### src/rtl/core/hsd_pkg.sv
// Shared types, constants and jamo tables for the Hangul syllable decomposer.
package hsd_pkg;

  localparam int unsigned CP_W  = 21;
  localparam int unsigned IDX_W = 5;
  localparam int unsigned OFS_W = 14;   // syllable offset, 0..11171
  localparam int unsigned QUO_W = 9;    // offset / 28, 0..398

  localparam logic [CP_W-1:0] SYL_FIRST = 21'h00AC00;
  localparam logic [CP_W-1:0] SYL_LAST  = 21'h00D7A3;

  // reciprocals: q = (s * RECIP_28) >> 18, i = (q * RECIP_21) >> 14, exact over the ranges
  localparam logic [13:0] RECIP_28 = 14'd9363;
  localparam logic [9:0]  RECIP_21 = 10'd781;

  localparam logic [1:0] MODE_FULL    = 2'd0;
  localparam logic [1:0] MODE_INITIAL = 2'd1;
  localparam logic [1:0] MODE_MEDIAL  = 2'd2;

  // one classified input item as it sits in the queue
  typedef struct packed {
    logic             pass;   // not a syllable: emit cp as is
    logic [CP_W-1:0]  cp;
    logic [IDX_W-1:0] ini;
    logic [IDX_W-1:0] med;
    logic [IDX_W-1:0] fin;
  } hsd_item_t;

  function automatic logic [15:0] initial_jamo(input logic [IDX_W-1:0] idx);
    logic [15:0] r;
    unique case (idx)
      5'd0:  r = 16'h3131;
      5'd1:  r = 16'h3132;
      5'd2:  r = 16'h3134;
      5'd3:  r = 16'h3137;
      5'd4:  r = 16'h3138;
      5'd5:  r = 16'h3139;
      5'd6:  r = 16'h3141;
      5'd7:  r = 16'h3142;
      5'd8:  r = 16'h3143;
      5'd9:  r = 16'h3145;
      5'd10: r = 16'h3146;
      5'd11: r = 16'h3147;
      5'd12: r = 16'h3148;
      5'd13: r = 16'h3149;
      5'd14: r = 16'h314A;
      5'd15: r = 16'h314B;
      5'd16: r = 16'h314C;
      5'd17: r = 16'h314D;
      default: r = 16'h314E;  // index 18 and above
    endcase
    return r;
  endfunction

  function automatic logic [15:0] medial_jamo(input logic [IDX_W-1:0] idx);
    logic [15:0] r;
    unique case (idx)
      5'd0:  r = 16'h314F;
      5'd1:  r = 16'h3150;
      5'd2:  r = 16'h3151;
      5'd3:  r = 16'h3152;
      5'd4:  r = 16'h3153;
      5'd5:  r = 16'h3154;
      5'd6:  r = 16'h3155;
      5'd7:  r = 16'h3156;
      5'd8:  r = 16'h3157;
      5'd9:  r = 16'h3158;
      5'd10: r = 16'h3159;
      5'd11: r = 16'h315A;
      5'd12: r = 16'h315B;
      5'd13: r = 16'h315C;
      5'd14: r = 16'h315D;
      5'd15: r = 16'h315E;
      5'd16: r = 16'h315F;
      5'd17: r = 16'h3160;
      5'd18: r = 16'h3161;
      5'd19: r = 16'h3162;
      default: r = 16'h3163;
    endcase
    return r;
  endfunction

  function automatic logic [15:0] final_jamo(input logic [IDX_W-1:0] idx);
    logic [15:0] r;
    unique case (idx)
      5'd1:  r = 16'h3131;
      5'd2:  r = 16'h3132;
      5'd3:  r = 16'h3133;
      5'd4:  r = 16'h3134;
      5'd5:  r = 16'h3135;
      5'd6:  r = 16'h3136;
      5'd7:  r = 16'h3137;
      5'd8:  r = 16'h3139;
      5'd9:  r = 16'h313A;
      5'd10: r = 16'h313B;
      5'd11: r = 16'h313C;
      5'd12: r = 16'h313D;
      5'd13: r = 16'h313E;
      5'd14: r = 16'h313F;
      5'd15: r = 16'h3140;
      5'd16: r = 16'h3141;
      5'd17: r = 16'h3142;
      5'd18: r = 16'h3144;
      5'd19: r = 16'h3145;
      5'd20: r = 16'h3146;
      5'd21: r = 16'h3147;
      5'd22: r = 16'h3148;
      5'd23: r = 16'h314A;
      5'd24: r = 16'h314B;
      5'd25: r = 16'h314C;
      5'd26: r = 16'h314D;
      5'd27: r = 16'h314E;
      default: r = 16'h0000;  // no final
    endcase
    return r;
  endfunction

endpackage

### src/rtl/core/hangul_syllable_decomposer_unit.sv
// A code point accepted at the input passes the front stages and the queue before its first result shows on m_tvalid.
// Throughput: one result per cycle unless the queue is empty or m_tready stalls; a full-mode syllable yields
//   three results (two with no final), any other item one result. The single output register sets this rate.
// The front end takes one code point per cycle while the queue has room.
// Reset (rst, synchronous, active high) empties pipeline and queue, drops m_tvalid,
//   and sets mode to full decomposition.
module hangul_syllable_decomposer_unit
  import hsd_pkg::*;
#(
  parameter int unsigned QUEUE_DEPTH = 4
) (
  input  logic        clk,
  input  logic        rst,
  // mode register write
  input  logic        mode_we,
  input  logic [1:0]  mode_wdata,
  // input code points
  input  logic        s_tvalid,
  output logic        s_tready,
  input  logic [23:0] s_tdata,   // [20:0] code_point, [23:21] zero
  // emitted code points
  output logic        m_tvalid,
  input  logic        m_tready,
  output logic [23:0] m_tdata,   // [20:0] out_code_point, [23:21] zero
  output logic        m_tlast    // last result caused by one request
);

  logic [1:0]      mode_reg;
  hsd_item_t       push_item;
  hsd_item_t       head_item;
  logic            push;
  logic            push_ready;
  logic            head_valid;
  logic            pop;
  logic [CP_W-1:0] out_cp;

  // the user must see that mode changes only while the block is idle; it is not enforced. Back end reads it directly
  always_ff @(posedge clk) begin
    if (rst) begin
      mode_reg <= MODE_FULL;
    end else if (mode_we) begin
      mode_reg <= mode_wdata;
    end
  end

  // front: capture, offset, reciprocal divides by 28 and 21
  hsd_front u_front (
    .clk        (clk),
    .rst        (rst),
    .in_valid   (s_tvalid),
    .in_ready   (s_tready),
    .in_cp      (s_tdata[CP_W-1:0]),
    .push       (push),
    .push_ready (push_ready),
    .push_item  (push_item)
  );

  // decoupling queue: front keeps running while results drain
  hsd_queue #(
    .DEPTH (QUEUE_DEPTH)
  ) u_queue (
    .clk        (clk),
    .rst        (rst),
    .push       (push),
    .push_ready (push_ready),
    .push_item  (push_item),
    .head_valid (head_valid),
    .pop        (pop),
    .head_item  (head_item)
  );

  // back: one jamo per cycle into the output register while m_tready does not stall it
  hsd_back u_back (
    .clk        (clk),
    .rst        (rst),
    .mode       (mode_reg),
    .head_valid (head_valid),
    .head_item  (head_item),
    .pop        (pop),
    .out_valid  (m_tvalid),
    .out_ready  (m_tready),
    .out_cp     (out_cp),
    .out_last   (m_tlast)
  );

  assign m_tdata = {3'd0, out_cp};

endmodule

### src/rtl/core/hsd_front.sv
// Front end: accepts code points, classifies them and splits syllables into indices.
module hsd_front
  import hsd_pkg::*;
(
  input  logic            clk,
  input  logic            rst,
  input  logic            in_valid,
  output logic            in_ready,
  input  logic [CP_W-1:0] in_cp,
  output logic            push,
  input  logic            push_ready,
  output hsd_item_t       push_item
);

  // stage 1: captured input
  logic            v1;
  logic [CP_W-1:0] cp1;
  // stage 2: offset and quotient by 28
  logic             v2;
  logic [CP_W-1:0]  cp2;
  logic             syl2;
  logic [OFS_W-1:0] ofs2;
  logic [QUO_W-1:0] quo2;
  // stage 3: initial and final indices
  logic             v3;
  logic [CP_W-1:0]  cp3;
  logic             syl3;
  logic [QUO_W-1:0] quo3;
  logic [IDX_W-1:0] ini3;
  logic [IDX_W-1:0] fin3;

  logic             adv;
  logic [OFS_W-1:0] diff1;
  logic [27:0]      prod28;
  logic [18:0]      prod21;
  logic [OFS_W-1:0] quo_x28;
  logic [OFS_W-1:0] fin_full;
  logic [QUO_W-1:0] ini_x21;
  logic [QUO_W-1:0] med_full;

  assign adv      = !v3 || push_ready;
  assign in_ready = adv;

  assign diff1  = cp1[OFS_W-1:0] - SYL_FIRST[OFS_W-1:0];
  assign prod28 = {14'd0, diff1} * {14'd0, RECIP_28};

  assign prod21   = {10'd0, quo2} * {9'd0, RECIP_21};
  assign quo_x28  = {quo2, 5'd0} - {3'd0, quo2, 2'd0};
  assign fin_full = ofs2 - quo_x28;

  assign ini_x21  = {ini3, 4'd0} + {2'd0, ini3, 2'd0} + {4'd0, ini3};
  assign med_full = quo3 - ini_x21;

  always_ff @(posedge clk) begin
    if (rst) begin
      v1 <= 1'b0;
      v2 <= 1'b0;
      v3 <= 1'b0;
    end else if (adv) begin
      v1 <= in_valid;
      v2 <= v1;
      v3 <= v2;
    end
  end

  always_ff @(posedge clk) begin
    if (adv) begin
      cp1  <= in_cp;
      cp2  <= cp1;
      syl2 <= (cp1 >= SYL_FIRST) && (cp1 <= SYL_LAST);
      ofs2 <= diff1;
      quo2 <= prod28[QUO_W+17:18];
      cp3  <= cp2;
      syl3 <= syl2;
      quo3 <= quo2;
      ini3 <= prod21[IDX_W+13:14];
      fin3 <= fin_full[IDX_W-1:0];
    end
  end

  assign push           = v3;
  assign push_item.pass = !syl3;
  assign push_item.cp   = cp3;
  assign push_item.ini  = ini3;
  assign push_item.med  = med_full[IDX_W-1:0];
  assign push_item.fin  = fin3;

endmodule

### src/rtl/core/hsd_queue.sv
// Small FIFO that decouples the classifying front end from the emitting back end.
module hsd_queue
  import hsd_pkg::*;
#(
  parameter int unsigned DEPTH = 4
) (
  input  logic      clk,
  input  logic      rst,
  input  logic      push,
  output logic      push_ready,
  input  hsd_item_t push_item,
  output logic      head_valid,
  input  logic      pop,
  output hsd_item_t head_item
);

  localparam int unsigned PTR_W = (DEPTH > 1) ? $clog2(DEPTH) : 1;
  localparam int unsigned CNT_W = $clog2(DEPTH + 1);
  localparam logic [PTR_W-1:0] PTR_LAST = PTR_W'(DEPTH - 1);
  localparam logic [CNT_W-1:0] CNT_FULL = CNT_W'(DEPTH);

  hsd_item_t        slots [DEPTH];
  logic [PTR_W-1:0] wr_ptr;
  logic [PTR_W-1:0] rd_ptr;
  logic [CNT_W-1:0] count;
  logic             do_push;
  logic             do_pop;

  assign push_ready = (count != CNT_FULL);
  assign head_valid = (count != '0);
  assign head_item  = slots[rd_ptr];
  assign do_push    = push && push_ready;
  assign do_pop     = pop && head_valid;

  always_ff @(posedge clk) begin
    if (do_push) begin
      slots[wr_ptr] <= push_item;
    end
  end

  always_ff @(posedge clk) begin
    if (rst) begin
      wr_ptr <= '0;
      rd_ptr <= '0;
      count  <= '0;
    end else begin
      if (do_push) begin
        wr_ptr <= (wr_ptr == PTR_LAST) ? '0 : wr_ptr + 1'b1;
      end
      if (do_pop) begin
        rd_ptr <= (rd_ptr == PTR_LAST) ? '0 : rd_ptr + 1'b1;
      end
      if (do_push && !do_pop) begin
        count <= count + 1'b1;
      end else if (do_pop && !do_push) begin
        count <= count - 1'b1;
      end
    end
  end

endmodule

### src/rtl/core/hsd_back.sv
// Back end: walks each queued item through its jamo and drives the output register.
module hsd_back
  import hsd_pkg::*;
(
  input  logic            clk,
  input  logic            rst,
  input  logic [1:0]      mode,
  input  logic            head_valid,
  input  hsd_item_t       head_item,
  output logic            pop,
  output logic            out_valid,
  input  logic            out_ready,
  output logic [CP_W-1:0] out_cp,
  output logic            out_last
);

  logic [1:0]      phase;
  logic [1:0]      phase_next;
  logic            load;
  logic [CP_W-1:0] res_cp;
  logic            res_last;

  always_comb begin
    res_cp   = head_item.cp;
    res_last = 1'b1;
    if (!head_item.pass) begin
      priority case (1'b1)
        mode == MODE_INITIAL: res_cp = {5'd0, initial_jamo(head_item.ini)};
        mode == MODE_MEDIAL:  res_cp = {5'd0, medial_jamo(head_item.med)};
        phase == 2'd0: begin
          res_cp   = {5'd0, initial_jamo(head_item.ini)};
          res_last = 1'b0;
        end
        phase == 2'd1: begin
          res_cp   = {5'd0, medial_jamo(head_item.med)};
          res_last = (head_item.fin == '0);
        end
        default: res_cp = {5'd0, final_jamo(head_item.fin)};
      endcase
    end
  end

  assign load       = head_valid && (!out_valid || out_ready);
  assign pop        = load && res_last;
  assign phase_next = res_last ? 2'd0 : phase + 2'd1;

  always_ff @(posedge clk) begin
    if (rst) begin
      phase     <= 2'd0;
      out_valid <= 1'b0;
    end else begin
      if (load) begin
        phase <= phase_next;
      end
      if (load) begin
        out_valid <= 1'b1;
      end else if (out_ready) begin
        out_valid <= 1'b0;
      end
    end
  end

  always_ff @(posedge clk) begin
    if (load) begin
      out_cp   <= res_cp;
      out_last <= res_last;
    end
  end

endmodule

### config.mk
export PLATFORM = sky130hd
export DESIGN_NAME = hangul_syllable_decomposer_unit
export DESIGN_NICKNAME = d
export VERILOG_FILES = /design/src/rtl/core/hsd_pkg.sv /design/src/rtl/core/hangul_syllable_decomposer_unit.sv /design/src/rtl/core/hsd_front.sv /design/src/rtl/core/hsd_queue.sv /design/src/rtl/core/hsd_back.sv
export SDC_FILE = /design/constraint.sdc
export NUM_CORES = 1
export LEC_CHECK = 0
export ABC_CLOCK_PERIOD_IN_PS = 5700
export BUFFER_PORTS_ARGS = -buffer_cell sky130_fd_sc_hd__buf_2
export CORE_MARGIN = 1.5
export CORE_UTILIZATION = 60
export DETAILED_ROUTE_END_ITERATION = 12
export PLACE_DENSITY = 0.78
export SETUP_SLACK_MARGIN = 0.4
export SYNTH_ARGS = -nofsm -noshare
export SYNTH_HDL_FRONTEND = slang
export SYNTH_HIERARCHICAL = 1
export SYNTH_SLANG_ARGS = --single-unit
### constraint.sdc
create_clock -name clk -period 5.7 [get_ports clk]
set_input_delay 1.71 -clock clk [delete_from_list [all_inputs] [get_ports clk]]
set_output_delay 1.71 -clock clk [all_outputs]
set_load 0.01 [all_outputs]
Word-level counts from Yosys, hierarchy flattened
Memories as Yosys holds them, arrays and structs flattened. A register that Yosys moved wholly into a read port is not among the register bits.
Index checks and enable logic that the tools add are counted.
W data, S select, Z words.
- memories kept: 6
- memory bits (writable): 148
- flip-flop bits (word level): 131
- input bits: 31
- memory bits (read-only): 1152
- word-level logic and storage cells: 88
- memory list (memory ; depth ; width ; rd ports ; clocked after Yosys merged registers in ; write ports ; RTL line ; text):
    (name not given) ; 32 ; 10 ; 1 ; 0 ; 0 ; hsd_pkg.sv:85 ; unique case (idx)
    (name not given) ; 32 ; 7 ; 1 ; 0 ; 0 ; hsd_pkg.sv:31 ; unique case (idx)
    (name not given) ; 32 ; 7 ; 1 ; 0 ; 0 ; hsd_pkg.sv:31 ;
    (name not given) ; 32 ; 6 ; 1 ; 0 ; 0 ; hsd_pkg.sv:57 ; unique case (idx)
    (name not given) ; 32 ; 6 ; 1 ; 0 ; 0 ; hsd_pkg.sv:57 ;
    u_queue.slots ; 4 ; 37 ; 1 ; 1 ; 1 ; hsd_queue.sv:22 ; hsd_item_t slots [DEPTH];
- mux-type cells: 21
- $mul: 2
- reduce and logical (&&, ||, !) cells: 19
- order comparisons: 2
- equality and inequality tests: 6
- add/subtract/negate cells: 11
- operators with widths (operator ; count):
    $mux W21 ; 4
    $mul A14 B14 Y27 const B ; 1
    $ge A21 B16 Y1 const B ; 1
    $le A21 B16 Y1 const B ; 1
    $mul A9 B10 Y19 const B ; 1
    $mux W16 ; 1
    $sub A14 B14 Y14 const B ; 1
    $add A5 B5 Y5 ; 2
    $mux W2 ; 5
    $sub A5 B5 Y5 ; 2
    $mux W1 ; 9
    $logic_and A1 B1 Y1 ; 7
    $add A2 B1 Y2 const B ; 3
    $eq A2 B2 Y1 const B ; 3
    $mux W3 ; 2
    $logic_not A1 Y1 ; 5
    $logic_not A5 Y1 ; 1
    $sub A1 B5 Y5 const A ; 1
    $eq A2 B1 Y1 const B ; 2
    $reduce_bool A2 Y1 ; 2
    $add A3 B1 Y3 const B ; 1
    $ne A3 B3 Y1 const B ; 1
    $reduce_bool A3 Y1 ; 1
    $sub A3 B1 Y3 const B ; 1
    other kinds (2) ; 3

Longest topological paths before layout
- depth after elaboration: 11
- gate-level depth with buffers: 19
- gate-level depth less buffers: 19

Hierarchy
Netlist, hierarchy kept.
- modules (own cells, without submodules) (module ; area an instance (um^2) ; seq. area each (um^2) ; instances ; cells each):
    hsd_front ; 6932.9 ; 2672.6 ; 1 ; 569
    hsd_queue ; 5808.1 ; 4624.4 ; 1 ; 241
    hsd_back ; 1895.6 ; 720.7 ; 1 ; 209
    hangul_syllable_decomposer_unit ; 93.8 ; 40.0 ; 1 ; 10

Worst setup path after synthesis
OpenSTA, ideal clock, no wires.
- path type: register -> register
- start point: register u_front.cp1[10]
- end point: register u_front.quo2[5], data pin
- stages on the path, launching flop included: 19
- slack: 594 ps
- buffers on the path: 0
- library setup time: 263 ps
- clock period less this slack: 5106 ps
- data arrival time: 4843 ps
- path through: edfxtp_1 > ha_1 > xnor2_1 > ha_1 > ha_1 > inv_1 > fa_1 > inv_1 > fa_1 > inv_1 > fa_1 > inv_1 > ha_1 > nand4_2 > nor4_2 > a32oi_2 > a211oi_4 > a311oi_1 > xnor2_1
- word-level cells in the longest chain between the ends: 2
- ends and longest elaborated chain (element ; RTL line ; text):
    start, declared ; hsd_front.sv:17 ; logic [CP_W-1:0] cp1;
    start signal, assigned ; hsd_front.sv:68 ; cp1 <= in_cp;
    $sub A14 B14 Y14 ; hsd_front.sv:44 ; assign diff1 = cp1[OFS_W-1:0] - SYL_FIRST[OFS_W-1:0];
    $mul A14 B14 Y27 ; hsd_front.sv:45 ; assign prod28 = {14'd0, diff1} * {14'd0, RECIP_28};
    via u_front.prod28[23] ; hsd_front.sv:34 ; logic [27:0] prod28;
    end signal, assigned ; hsd_front.sv:72 ; quo2 <= prod28[QUO_W+17:18];
    end, declared ; hsd_front.sv:23 ; logic [QUO_W-1:0] quo2;
The timed path passes the listed nets, and every way through them passes these cells.
A chain may end at the register's enable or synchronous reset.

Worst setup path after layout
Same ends and word-level chain as after synthesis.

==> impl_results.md <==
- Sink Count: between 200 and 300
- Initial Util: 60.9%
- Outcome: finished, final reports clean
- Sw power: 2.90 mW
- Max FFs per register: 148
- Routed Antenna Nets: 0
- Final Slew Violations: 0
- Antenna cells: 0
- Detailed placement HPWL: ~18000 µm
- Full die area: 25500 µm²
- Die width: 160 µm
- Crit Path Class: flip-flop to flip-flop
- Final hold violations: 0
- Design Power: ~8 mW
- Internal power of the cells: 5.13 mW
- Number of synthesized flops with an enable pin: 257
- Max_slew headroom: 31.2%
- VDD IR max: 0.310 mV
- Pre-CTS setup slack: ~0.39 ns
- Crit path max fanout: 7
- GR peak layer: met2
- MaxCap Viol Count: 0
- Worst R2R End: u_front/quo2[5]$_DFFE_PP_
- Switching Fraction: 36.1%
- CP arrival: 5.33 ns
- RSZ-0062 raised after global routing: false
- First-pass GRT wire length: 42900 µm
- Average cell area after synthesis: 14.3 µm²
- Layout cells sized above 1: between 10% and 20%
- Power per cell area: slightly below 500 nW/µm²
- Crit. Startpoint: u_front/cp1[10]$_DFFE_PP_
- Global Route met3 Usage: a little over 3%
- Finish-stage setup viols: 0
- DRT Pass-1 Iters: 4
- Vias in the first global route: 8432
- Netlist cell types: 74
- Longest Clk Path Bufs: 3
- Post-Syn Instances: 1029
- DR DRC count: 0
- Core area: 24200 µm²
- Sequential fraction of the synthesis area: between 50% and 60%
- CP Capture Point: u_front/quo2[5]$_DFFE_PP_
- Die Y: 160 µm
- Gr ovfl total: 0
- WL/cell: 18.6 µm
- Crit path time final: 5.06 ns
- Met2 Use GR: a little under two fifths
- Combinational share of power: 44.4%
- HP Class: flip-flop to flip-flop
- FILL cells: 1646
- Layout Skew: 0.0253 ns
- FP Rows: 57
- Num CTS Buffers: 27
- Synth cell count leaders: edfxtp_1 (257), ha_1 (166), inv_1 (146), a21oi_1 (43), fa_1 (43)
- R2r setup slk: around 0.64 ns
- PnR worst setup slack: 0.643 ns
- Leakage: 6.57 nW
- GR Util met1: 28.4%
- Initial antenna violation count: 0
- Setup TNS: 0 ns
- Clk network pwr share: 19.8%
- Root buf cell: clkbuf_16
- I/O pin count: between 50 and 60
- CP required: 5.98 ns
- Net count reported at finish: 1335
- Fin util: between 60% and 70%
- Flop pwr share: 35.8%
- Final worst path period share: 88.7%
- Vias: roughly 8000
- YS warnings: 6
- Pin count of the biggest net entering global routing: 80
- Post-synth top area share: 52.4%
- DRT Wirelength: 26700 µm
- WHS: 0.411 ns
- Global-route total usage across every layer: 21.5%
- Largest area contributor in the netlist: edfxtp_1
- Layout area overhead: 10.2%
- 1st-iter DRT viols: 546
- Mapped cell area: roughly 15000 µm²
- CTS tree: yes
- Max Clk Rate: approximately 200 MHz
- Crit end category: flip-flop
- Slew at the pin with the worst max-slew slack: a little over 1 ns
- CP startpoint kind: flip-flop
- Share of flip-flops with an asynchronous set or reset: 0%
- Register bit count reported by yosys: ~270
- # port buffers: 51
- Biggest register: u_queue/slots
- CTS clk-pin slew, worst paths: 0.06 ns
- Worst skew pair latency: ~0.55 ns
- H-Tree Depth: 1
- R2R cell count: 15
- Dominant synthesized flop cell: edfxtp_1
- Via density: 5.66
- Top cells by area, synth: edfxtp_1 (52%), ha_1 (14%), fa_1 (5.8%)
- Top-count cell post-synth: edfxtp_1
- Crit Reg-Reg Startpoint: u_front/cp1[10]$_DFFE_PP_
- RePlAce Congestion: 0.885
## routing by layer
layer  up-vias  part of all wire [%]
met3        52                   4.9
met4         0                   2.8
li1       3883                     -
met2       216                    50
met1      3986                    42
met5         -                     0
## cell families (layout without fill, tap and decap cells)
group	Yosys count	after routing	synth area share, %
DFF	274	274	54.7
adders and majority gates	209	209	19.9
buffers and inverters	175	258	4.93
and+or+nand+nor	167	167	6.38
AOI/OAI and AO/OA	125	125	5.87
muxes	44	44	6.13
xor gates and xnor gates	34	34	2.02
other	1	3	0.0255
## power groups by stage
stage          Sequential (mW)  Combinational (mW)  Clock (mW)
3_5_place_dp              2.91                3.51           0
6_report                  2.87                3.57        1.59
5_1_grt                   2.90                4.15        1.69
2_1_floorplan             2.86                2.72           0
3_3_place_gp              2.90                3.37           0
4_1_cts                   2.87                3.57        1.61
## cell type report
type | instances | area [µm²] | share of cell area (%)
Sequential cell | 274 | 8060 | 49.7
Tap cell | 324 | 405 | 2.50
Multi-Input combinational cell | 582 | 6080 | 37.5
Inverter | 147 | 552 | 3.40
Clock buffer | 32 | 694 | 4.28
Clock inverter | 16 | 85.1 | 0.524
Timing Repair Buffer | 63 | 349 | 2.15
## worst min path at each step
stage               depth (start not counted)                       from  slack, ns                        end
finish                                      0   u_front/cp2[9]$_DFFE_PP_       0.41   u_front/cp3[9]$_DFFE_PP_
global route                                0   u_front/cp2[9]$_DFFE_PP_       0.42   u_front/cp3[9]$_DFFE_PP_
CTS                                         0   u_front/cp2[9]$_DFFE_PP_       0.41   u_front/cp3[9]$_DFFE_PP_
detailed placement                          0   u_front/cp2[5]$_DFFE_PP_       0.40   u_front/cp3[5]$_DFFE_PP_
global placement                            0  u_front/cp2[20]$_DFFE_PP_       0.40  u_front/cp3[20]$_DFFE_PP_
floorplan                                   0   u_front/cp2[0]$_DFFE_PP_       0.40   u_front/cp3[0]$_DFFE_PP_
## through the flow
stage	cell area, µm²	cells
2_1_floorplan	14700	1031
3_3_place_gp	15300	1387
3_5_place_dp	15300	1387
4_1_cts	16100	1436
5_1_grt	16200	1438
6_report	16200	1438
## cell usage in the layout (no fill, tap or decap), types with 16 or more instances in the layout
master and instances:
edfxtp_1 257, ha_1 159, inv_1 146, buf_2 51, a21oi_1 43, fa_1 43, mux4_2 37, nor2_1 30
nand2_1 30, clkbuf_16 27, xnor2_1 21, dfxtp_1 16
## worst max-delay path, cell delays in order, from the launching register on
cell	delay, ns
edfxtp_1	0.46
buf_4	0.21
a21oi_1	0.25
xnor2_2	0.21
ha_1	0.31
ha_1	0.35
fa_1	0.57
fa_1	0.45
ha_1	0.31
ha_1	0.39
and3_2	0.27
a32oi_2	0.35
a211oi_4	0.10
buf_6	0.15
a311oi_1	0.32
xnor2_1	0.10
## what timing repair did
| item | in CTS | in global routing |
|---|---|---|
| endpoints found under the setup margin | 6 | 7 |
| hold buffers | 0 | 0 |
| cloned | 0 | 0 |
| pin swaps | 1 | 5 |
| gates resized for setup | 1 | 13 |
| buffers inserted | 1 | 2 |
Power figures use the tool's default switching activity.
